## config.mk

```make
export PLATFORM = sky130hd
export DESIGN_NAME = tcw_ctrl
export DESIGN_NICKNAME = d
export VERILOG_FILES = /design/src/rtl/core/tcw_pkg.sv /design/src/rtl/core/tcw_ctrl.sv
export SDC_FILE = /design/constraint.sdc
export NUM_CORES = 1
export LEC_CHECK = 0
export ABC_CLOCK_PERIOD_IN_PS = 1890
export BUFFER_PORTS_ARGS = -buffer_cell sky130_fd_sc_hd__buf_2
export CORE_AREA = 5 5 42 44
export DETAILED_ROUTE_END_ITERATION = 6
export DIE_AREA = 0 0 47 49
export PLACE_DENSITY_LB_ADDON = 0.2
export SLEW_MARGIN = 20
export SYNTH_ARGS = -nofsm -noshare
export SYNTH_HDL_FRONTEND = slang
export SYNTH_SLANG_ARGS = --single-unit
```

## constraint.sdc

```tcl
create_clock -name i_clk -period 1.89 [get_ports i_clk]
set_input_delay 0.0945 -clock i_clk [delete_from_list [all_inputs] [get_ports i_clk]]
set_output_delay 0.0945 -clock i_clk [all_outputs]
set_load 0.05 [all_outputs]
```

## src/rtl/core/tcw_pkg.sv

```systemverilog
// Shared types and constants for the text console writer.
// No dependencies; used by the controller, the datapath and the top level.
`timescale 1ns / 1ps

package tcw_pkg;

    typedef enum logic [2:0] {
        ST_INIT,
        ST_IDLE,
        ST_CLEAR,
        ST_SCROLL,
        ST_DONE
    } t_state;

    // What a sweep over the whole store does.
    typedef enum logic [1:0] {
        SW_INIT,
        SW_FILL,
        SW_SCROLL
    } t_sweep;

    localparam logic [1:0] KIND_PUT   = 2'd0;
    localparam logic [1:0] KIND_CLEAR = 2'd1;
    localparam logic [1:0] KIND_READ  = 2'd2;

    localparam logic [7:0] CH_NEWLINE   = 8'd10;
    localparam logic [7:0] CH_BACKSPACE = 8'd8;
    localparam logic [7:0] CH_SPACE     = 8'h20;

    localparam logic [3:0] RESET_FG = 4'hF;
    localparam logic [3:0] RESET_BG = 4'h0;

    localparam logic CFG_FG = 1'b0;
    localparam logic CFG_BG = 1'b1;

    localparam logic [15:0] RESET_CELL = {RESET_BG, RESET_FG, CH_SPACE};

    typedef struct packed {
        logic   exec;
        logic   sweep;
        t_sweep mode;
        logic   load;
    } t_dp_cmd;

    typedef struct packed {
        logic will_scroll;
        logic is_clear;
        logic sweep_last;
        logic out_free;
    } t_dp_sts;

    function automatic logic [15:0] make_cell(input logic [3:0] bg, input logic [3:0] fg,
                                              input logic [7:0] ch);
        return {bg, fg, ch};
    endfunction

endpackage

```

## src/rtl/core/tcw_ctrl.sv

```systemverilog
// Controller state machine of the text console writer.
// Depends on tcw_pkg; drives tcw_dp through t_dp_cmd and reads t_dp_sts.
`timescale 1ns / 1ps

module tcw_ctrl (
    input  logic             i_clk,
    input  logic             i_rst_n,
    input  logic             i_valid,
    output logic             o_ready,
    input  tcw_pkg::t_dp_sts i_sts,
    output tcw_pkg::t_dp_cmd o_cmd
);
    import tcw_pkg::*;

    t_state r_state;
    t_state n_state;

    always_ff @(posedge i_clk) begin
        if (!i_rst_n) begin
            r_state <= ST_INIT;
        end else begin
            r_state <= n_state;
        end
    end

    always_comb begin
        n_state = r_state;
        case (r_state)
            ST_INIT: begin
                if (i_sts.sweep_last) begin
                    n_state = ST_IDLE;
                end
            end
            ST_IDLE: begin
                if (i_valid) begin
                    if (i_sts.is_clear) begin
                        n_state = ST_CLEAR;
                    end else if (i_sts.will_scroll) begin
                        n_state = ST_SCROLL;
                    end else begin
                        n_state = ST_DONE;
                    end
                end
            end
            ST_CLEAR, ST_SCROLL: begin
                if (i_sts.sweep_last) begin
                    n_state = ST_DONE;
                end
            end
            ST_DONE: begin
                if (i_sts.out_free) begin
                    n_state = ST_IDLE;
                end
            end
            default: n_state = ST_INIT;
        endcase
    end

    always_comb begin
        o_ready     = 1'b0;
        o_cmd.exec  = 1'b0;
        o_cmd.sweep = 1'b0;
        o_cmd.mode  = SW_FILL;
        o_cmd.load  = 1'b0;
        case (r_state)
            ST_INIT: begin
                o_cmd.sweep = 1'b1;
                o_cmd.mode  = SW_INIT;
            end
            ST_IDLE: begin
                o_ready    = 1'b1;
                o_cmd.exec = i_valid;
            end
            ST_CLEAR: begin
                o_cmd.sweep = 1'b1;
                o_cmd.mode  = SW_FILL;
            end
            ST_SCROLL: begin
                o_cmd.sweep = 1'b1;
                o_cmd.mode  = SW_SCROLL;
            end
            ST_DONE: begin
                o_cmd.load = i_sts.out_free;
            end
            default: ;
        endcase
    end

endmodule

```

==> impl_results.md, run 1 <==
* Largest net degree at the start of global routing at 12
* Antenna viol nets, final at 0
* Area after DPL at 334 um2
* Clk pwr share at 17.5%
* Req. time, crit path at 2.03 ns
* Syn Nets at 40
* EDFF count, synth at 0
* Max VDD drop at 0.587 mV
* Static Leak at 0.000159 uW
* Total Routing Usage GR at 6.90%
* CTS Sinks at 3
* Clock Skews at 0.00178 ns
* Synth Flop Type: dfxtp_1
* Async SR Flop Fraction at 0%
* Seq/Total Area, Yosys at 21.8%
* Delay-heaviest family, CP: simple AND/OR/NAND/NOR gates
* Clock-pin slew on the worst setup and hold paths at 0.04 ns
* Routed wire length at 708 um
* Yosys reg bits at 3
* Switching Fraction at 55.3%
* Number of diodes at 0
* Chip Width at 47 um
* Crit Path Max Fanout at 11
* Switching power at 355 uW
* Hold-fix buffers at CTS at 0
* Biggest register: r_state
* Final setup violation count at 0
* Die Y at 49 um
* Arr. time, crit path at 1.71 ns
* Startpoint types: flop
* Post-DP HPWL at 538 um
* H-tree depth at 1
* Tightest Hold Check Type: in2reg
* Finished Core Util at 25.7%
* Min cycle time layout at 1.57 ns
* Final Hold Viols at 0
* CP Cell Sequence: nor3b_1 > or4_4 > o41ai_2
* Clk Tree Root Cell: clkbuf_4
* Cell variety after synth at 20
* Port Buffers at 12
* Max Clk Rate at 637 MHz
* CORE AREA at 1400 um2
* Grt ovf at 0
* Placement Rows at 14
* Vias/cell at 4.42
* Worst slew pin tran at 0.369 ns
* I/O pin total at 13
* Max reg flops at 3
* Antenna violations before repair at 0
* WS Path Type: reg2reg
* CTS Buf Count at 3
* CP endpoint kind: flop
* Filler cells at 173
* Register share of total power at 20.9%
* PwrDens at 1780 nW/um2
* Cts repair resizes at 0
* Placer Congestion at 0.728
* DP Worst Slack at 0.323 ns
* CTS tree: yes
* Postcts setup bufs at 0
* RSZ-0062 raised after global routing: false
* Area occupied by multi-input gates at 183 um2
* Slowest-stage cell, CP: or4_4
* CTS Buffer Depth at 2
* Initial core utilization at 19.6%
* Synth-to-Final Area Change at 30.9%
* Post-Syn Area at 275 um2
* WL per Instance at 11.4 um
* Total Nets Final at 54
* Final Cycle Share at 83.1%
* Crit path buffers/inverters at 0
* Clock latency on the worst-skew pair at 0.23 ns
* Max-cap violations at 0
* Register area at 60.1 um2
* Synth Warn # at 0
* Max-slew headroom at 75.3%
* Internal at 288 uW
* Fraction of final layout cells sized beyond drive strength 1 at 39.1%
* Die area at 2300 um2
* TNS Setup at 0 ns
* Largest stage delay on the critical path at 0.57 ns
* Post-synthesis cell count at 33
* Hold WS at 0.101 ns
* DRC Markers at 0
* Max-slew violation count at 0
* 1st-iter DRT viols at 2
* Post-route setup slack at 0.320 ns
* Vias in the first global route at 260
* Vias at 274
* Top Registers: r_state (3)
* Status: completed
* Avg Cell Area, Syn at 8.34 um2
* First-pass GRT wire length at 1.10 mm
* Post-route cell area at 360 um2
* Drt first pass iters at 2
* Comb pwr share at 61.6%
## cells by family (layout without fill, tap and decap cells)
kind of cell	Yosys count	in the layout	synth area share [%]
AO/OA/AOI/OAI	5	5	15.5
XOR/XNOR	1	1	3.18
buffers and inverters	6	19	13.6
flip-flops	3	3	21.8
multiplexers	1	1	3.64
AND/OR/NAND/NOR	17	17	42.3
## power by group through the flow
stage	Sequential, uW	Clock (uW)	Combinational [uW]
3_5_place_dp	136	0	398
6_report	134	112	396
2_1_floorplan	88.8	0	388
4_1_cts	135	120	399
5_1_grt	139	123	420
3_3_place_gp	138	0	400
## cells in the final DEF (no fill, tap or decap), drive strengths merged, types with 2 or more instances in the layout
cell     n
nor2     2
and2     2
nor4b    2
nor3b    4
dfxtp    3
inv      3
a21oi    2
nand3b   2
buf     12
clkbuf   4
## cells in the mapped netlist (2+ instances only)
cell type | count | area (um2)
nor4b_1 | 2 | 17.5
dfxtp_1 | 3 | 60.1
a21oi_1 | 2 | 10.0
nor3b_1 | 4 | 30.0
nand3b_1 | 2 | 15.0
buf_4 | 2 | 15.0
nor2_1 | 2 | 7.51
inv_1 | 3 | 11.3
and2_1 | 2 | 12.5
## layout make-up
type                            count  share of cell area, %
Timing Repair Buffer               12                   16.7
Sequential cell                     3                   16.7
Tap cell                           16                   5.56
Inverter                            3                   3.12
Clock buffer                        4                   7.29
Multi-Input combinational cell     24                   50.7
## routing by layer
| metal | part of all wire (%) | vias to the layer above | GRT usage [%] |
|---|---|---|---|
| met5 | 0 | - | 0 |
| met4 | 3.2 | 0 | 6.91 |
| met3 | 7.5 | 4 | 2.58 |
| met2 | 44 | 10 | 8.60 |
| met1 | 45 | 115 | 8.33 |
| li1 | - | 145 | - |
## per-stage QoR
stage               total power, uW  instances
finish                          643         62
CTS                             653         62
global route                    682         62
global placement                538         58
floorplan                       477         33
detailed placement              534         58
## final timing paths
| check | startpoint | to | slack [ns] | cells past startpoint |
|---|---|---|---|---|
| max | r_state[2]$_SDFFE_PN0P_ | r_state[2]$_SDFFE_PN0P_ | 0.32 | 3 |
| max reg2reg | r_state[2]$_SDFFE_PN0P_ | r_state[2]$_SDFFE_PN0P_ | 0.32 | 3 |
| min | i_sts[1] | r_state[1]$_SDFFE_PN0P_ | 0.10 | 2 |
| min reg2reg | r_state[0]$_SDFFE_PN0P_ | r_state[0]$_SDFFE_PN0P_ | 0.60 | 2 |
Note: power is estimated with default switching activity, not from simulation.
==> run 2: changes to the inputs <==
Settings changed: ABC_CLOCK_PERIOD_IN_PS 1890 to 1600.
Clock period 1.89 ns to 1.6 ns, I/O delays scaled along.
==> run 2 against run 1 <==
Effect of this change: global-route usage is 0.35 points higher; worst setup slack worse by 0.21 ns; core utilization is 2.6 points higher; register-to-register slack worse by 0.16 ns; combinational power is 36% higher; via count is 6.9% higher; total power is 25% higher; first-iteration DRC count is 50% higher; routed wire length is 4.2% lower; sequential share of layout area is 1.5 points lower; worst hold slack worse by 0.0018 ns; final cell count is 4.8% higher; largest cell class unchanged; highest routed layer is now met3.
==> impl_results.md, run 2 (same netlist as run 1, synthesis figures left out) <==
* Clk Tree Root Cell: clkbuf_4 (unchanged)
* Die Y at 49 um (unchanged)
* Area after DPL at 363 um2 (was 334 um2)
* Filler cells at 169 (was 173)
* Routed wire length at 678 um (was 708 um)
* 1st-iter DRT viols at 3 (was 2)
* Max-cap violations at 0 (unchanged)
* Clock Skews at 0.00181 ns (was 0.00178 ns)
* Clock latency on the worst-skew pair at 0.23 ns (about the same)
* DRC Markers at 0 (unchanged)
* Max VDD drop at 0.550 mV (was 0.587 mV)
* Vias in the first global route at 283 (was 260)
* Max reg flops at 3 (unchanged)
* Final Cycle Share at 92.9%
* Placement Rows at 14 (unchanged)
* Post-route cell area at 397 um2 (was 360 um2)
* Commonest cells after routing, fill and taps aside: buf_2, clkbuf_4, inv_1, buf_4, dfxtp_1 (was buf_2, inv_1, nor3b_1, clkbuf_4, dfxtp_1)
* Max Clk Rate at 673 MHz
* Hold-fix buffers at CTS at 0 (unchanged)
* Port Buffers at 12 (unchanged)
* Fraction of final layout cells sized beyond drive strength 1 at 44.9% (was 39.1%)
* CTS Sinks at 3 (unchanged)
* CTS Buffer Depth at 2 (unchanged)
* Max-slew violation count at 0 (unchanged)
* Antenna violations before repair at 0 (unchanged)
* CTS Buf Count at 3 (unchanged)
* Reg2reg setup slack at 0.16 ns (was 0.32 ns)
* CTS tree: yes (unchanged)
* Total Routing Usage GR at 7.25% (was 6.90%)
* Antenna viol nets, final at 0 (unchanged)
* Area occupied by multi-input gates at 194 um2 (was 183 um2)
* Placer Congestion at 0.701 (was 0.728)
* RSZ-0062 raised after global routing: false (unchanged)
* Initial core utilization at 19.6% (unchanged)
* PwrDens at 2030 nW/um2 (was 1780 nW/um2)
* Postcts setup bufs at 0 (unchanged)
* I/O pin total at 13 (unchanged)
* Biggest register: r_state (unchanged)
* H-tree depth at 1 (unchanged)
* Total Nets Final at 57 (was 54)
* Finished Core Util at 28.3% (was 25.7%)
* CORE AREA at 1400 um2 (unchanged)
* Die area at 2300 um2 (unchanged)
* WL per Instance at 10.4 um (was 11.4 um)
* Vias/cell at 4.51 (was 4.42)
* Crit Path Max Fanout at 5 (was 11)
* Tightest Hold Check Type: in2reg (unchanged)
* Startpoint types: flop (unchanged)
* CP endpoint kind: output port (was flop)
* Final setup violation count at 0 (unchanged)
* First-pass GRT wire length at 1.22 mm (was 1.10 mm)
* Chip Width at 47 um (unchanged)
* Status: completed (unchanged)
* Top Registers: r_state (3) (unchanged)
* Largest net degree at the start of global routing at 8 (was 12)
* Hold WS at 0.0995 ns (was 0.101 ns)
* TNS Setup at 0 ns (unchanged)
* Req. time, crit path at 1.52 ns (was 2.03 ns)
* Vias at 293 (was 274)
* Max-slew headroom at 81.4% (was 75.3%)
* Clock-pin slew on the worst setup and hold paths at 0.04 ns (about the same)
* Worst slew pin tran at 0.275 ns (was 0.369 ns)
* Final Hold Viols at 0 (unchanged)
* Synth-to-Final Area Change at 44.1% (was 30.9%)
* Drt first pass iters at 2 (unchanged)
* Min cycle time layout at 1.49 ns
* Grt ovf at 0 (unchanged)
* Static Leak at 0.000176 uW (was 0.000159 uW)
* Most common cell after layout, fill and taps aside: buf_2 (unchanged)
* Number of diodes at 0 (unchanged)
* Post-DP HPWL at 569 um (was 538 um)
* Register area at 60.1 um2 (unchanged)
* WS Path Type: reg2out (was reg2reg)
* Arr. time, crit path at 1.41 ns (was 1.71 ns)
run 2: metrics by stage:
stage	power (uW)	instances	setup slack, ns
finish	805	65	0.114
global route	877	65	0.0135
CTS	821	65	0.0738
detailed placement	678	61	0.168
global placement	684	61	0.192
floorplan	580	33	0.0243
run 2: worst max-delay path: stages (launching register included):
cell,delay [ns]
dfxtp_1,0.40
buf_4,0.18
or2b_1,0.25
nor2_1,0.08
buf_2,0.26
run 2: power by group:
part           total, uW  switching (uW)  leakage, uW  internal (uW)
clock                129            35.8    0.0000150           93.2
sequential           138            39.0    0.0000246           98.6
combinational        538             350     0.000137            188
total                805             425     0.000176            380
run 2: routing by layer:
layer  routed length [um]  global-route usage, %  vias to the layer above  part of all wire, %
met4                    0                   4.15                        0                    0
met3                   41                   3.69                        0                  6.0
li1                     -                      -                      151                    -
met2                  354                   10.2                        5                   52
met1                  282                   8.55                      137                   42
met5                    0                      0                        -                    0
run 2: final timing paths:
check / from / end / cells past startpoint
worst max register to register: r_state[0]$_SDFFE_PN0P_ / r_state[2]$_SDFFE_PN0P_ / 3
worst max-delay path: r_state[1]$_SDFFE_PN0P_ / o_cmd[2] / 4
worst min-delay path: i_sts[1] / r_state[1]$_SDFFE_PN0P_ / 2
worst min register to register: r_state[0]$_SDFFE_PN0P_ / r_state[0]$_SDFFE_PN0P_ / 3
run 2: final cells by class:
cell class,count,area share [%]
Sequential cell,3,15.1
Tap cell,16,5.05
Timing Repair Buffer,15,21.5
Clock buffer,4,6.62
Inverter,3,2.84
Multi-Input combinational cell,24,48.9
run 2: repair_timing:
item,CTS,global route
resized for setup,1,1
hold endpoints to repair,0,0
endpoints found under the setup margin,1,1
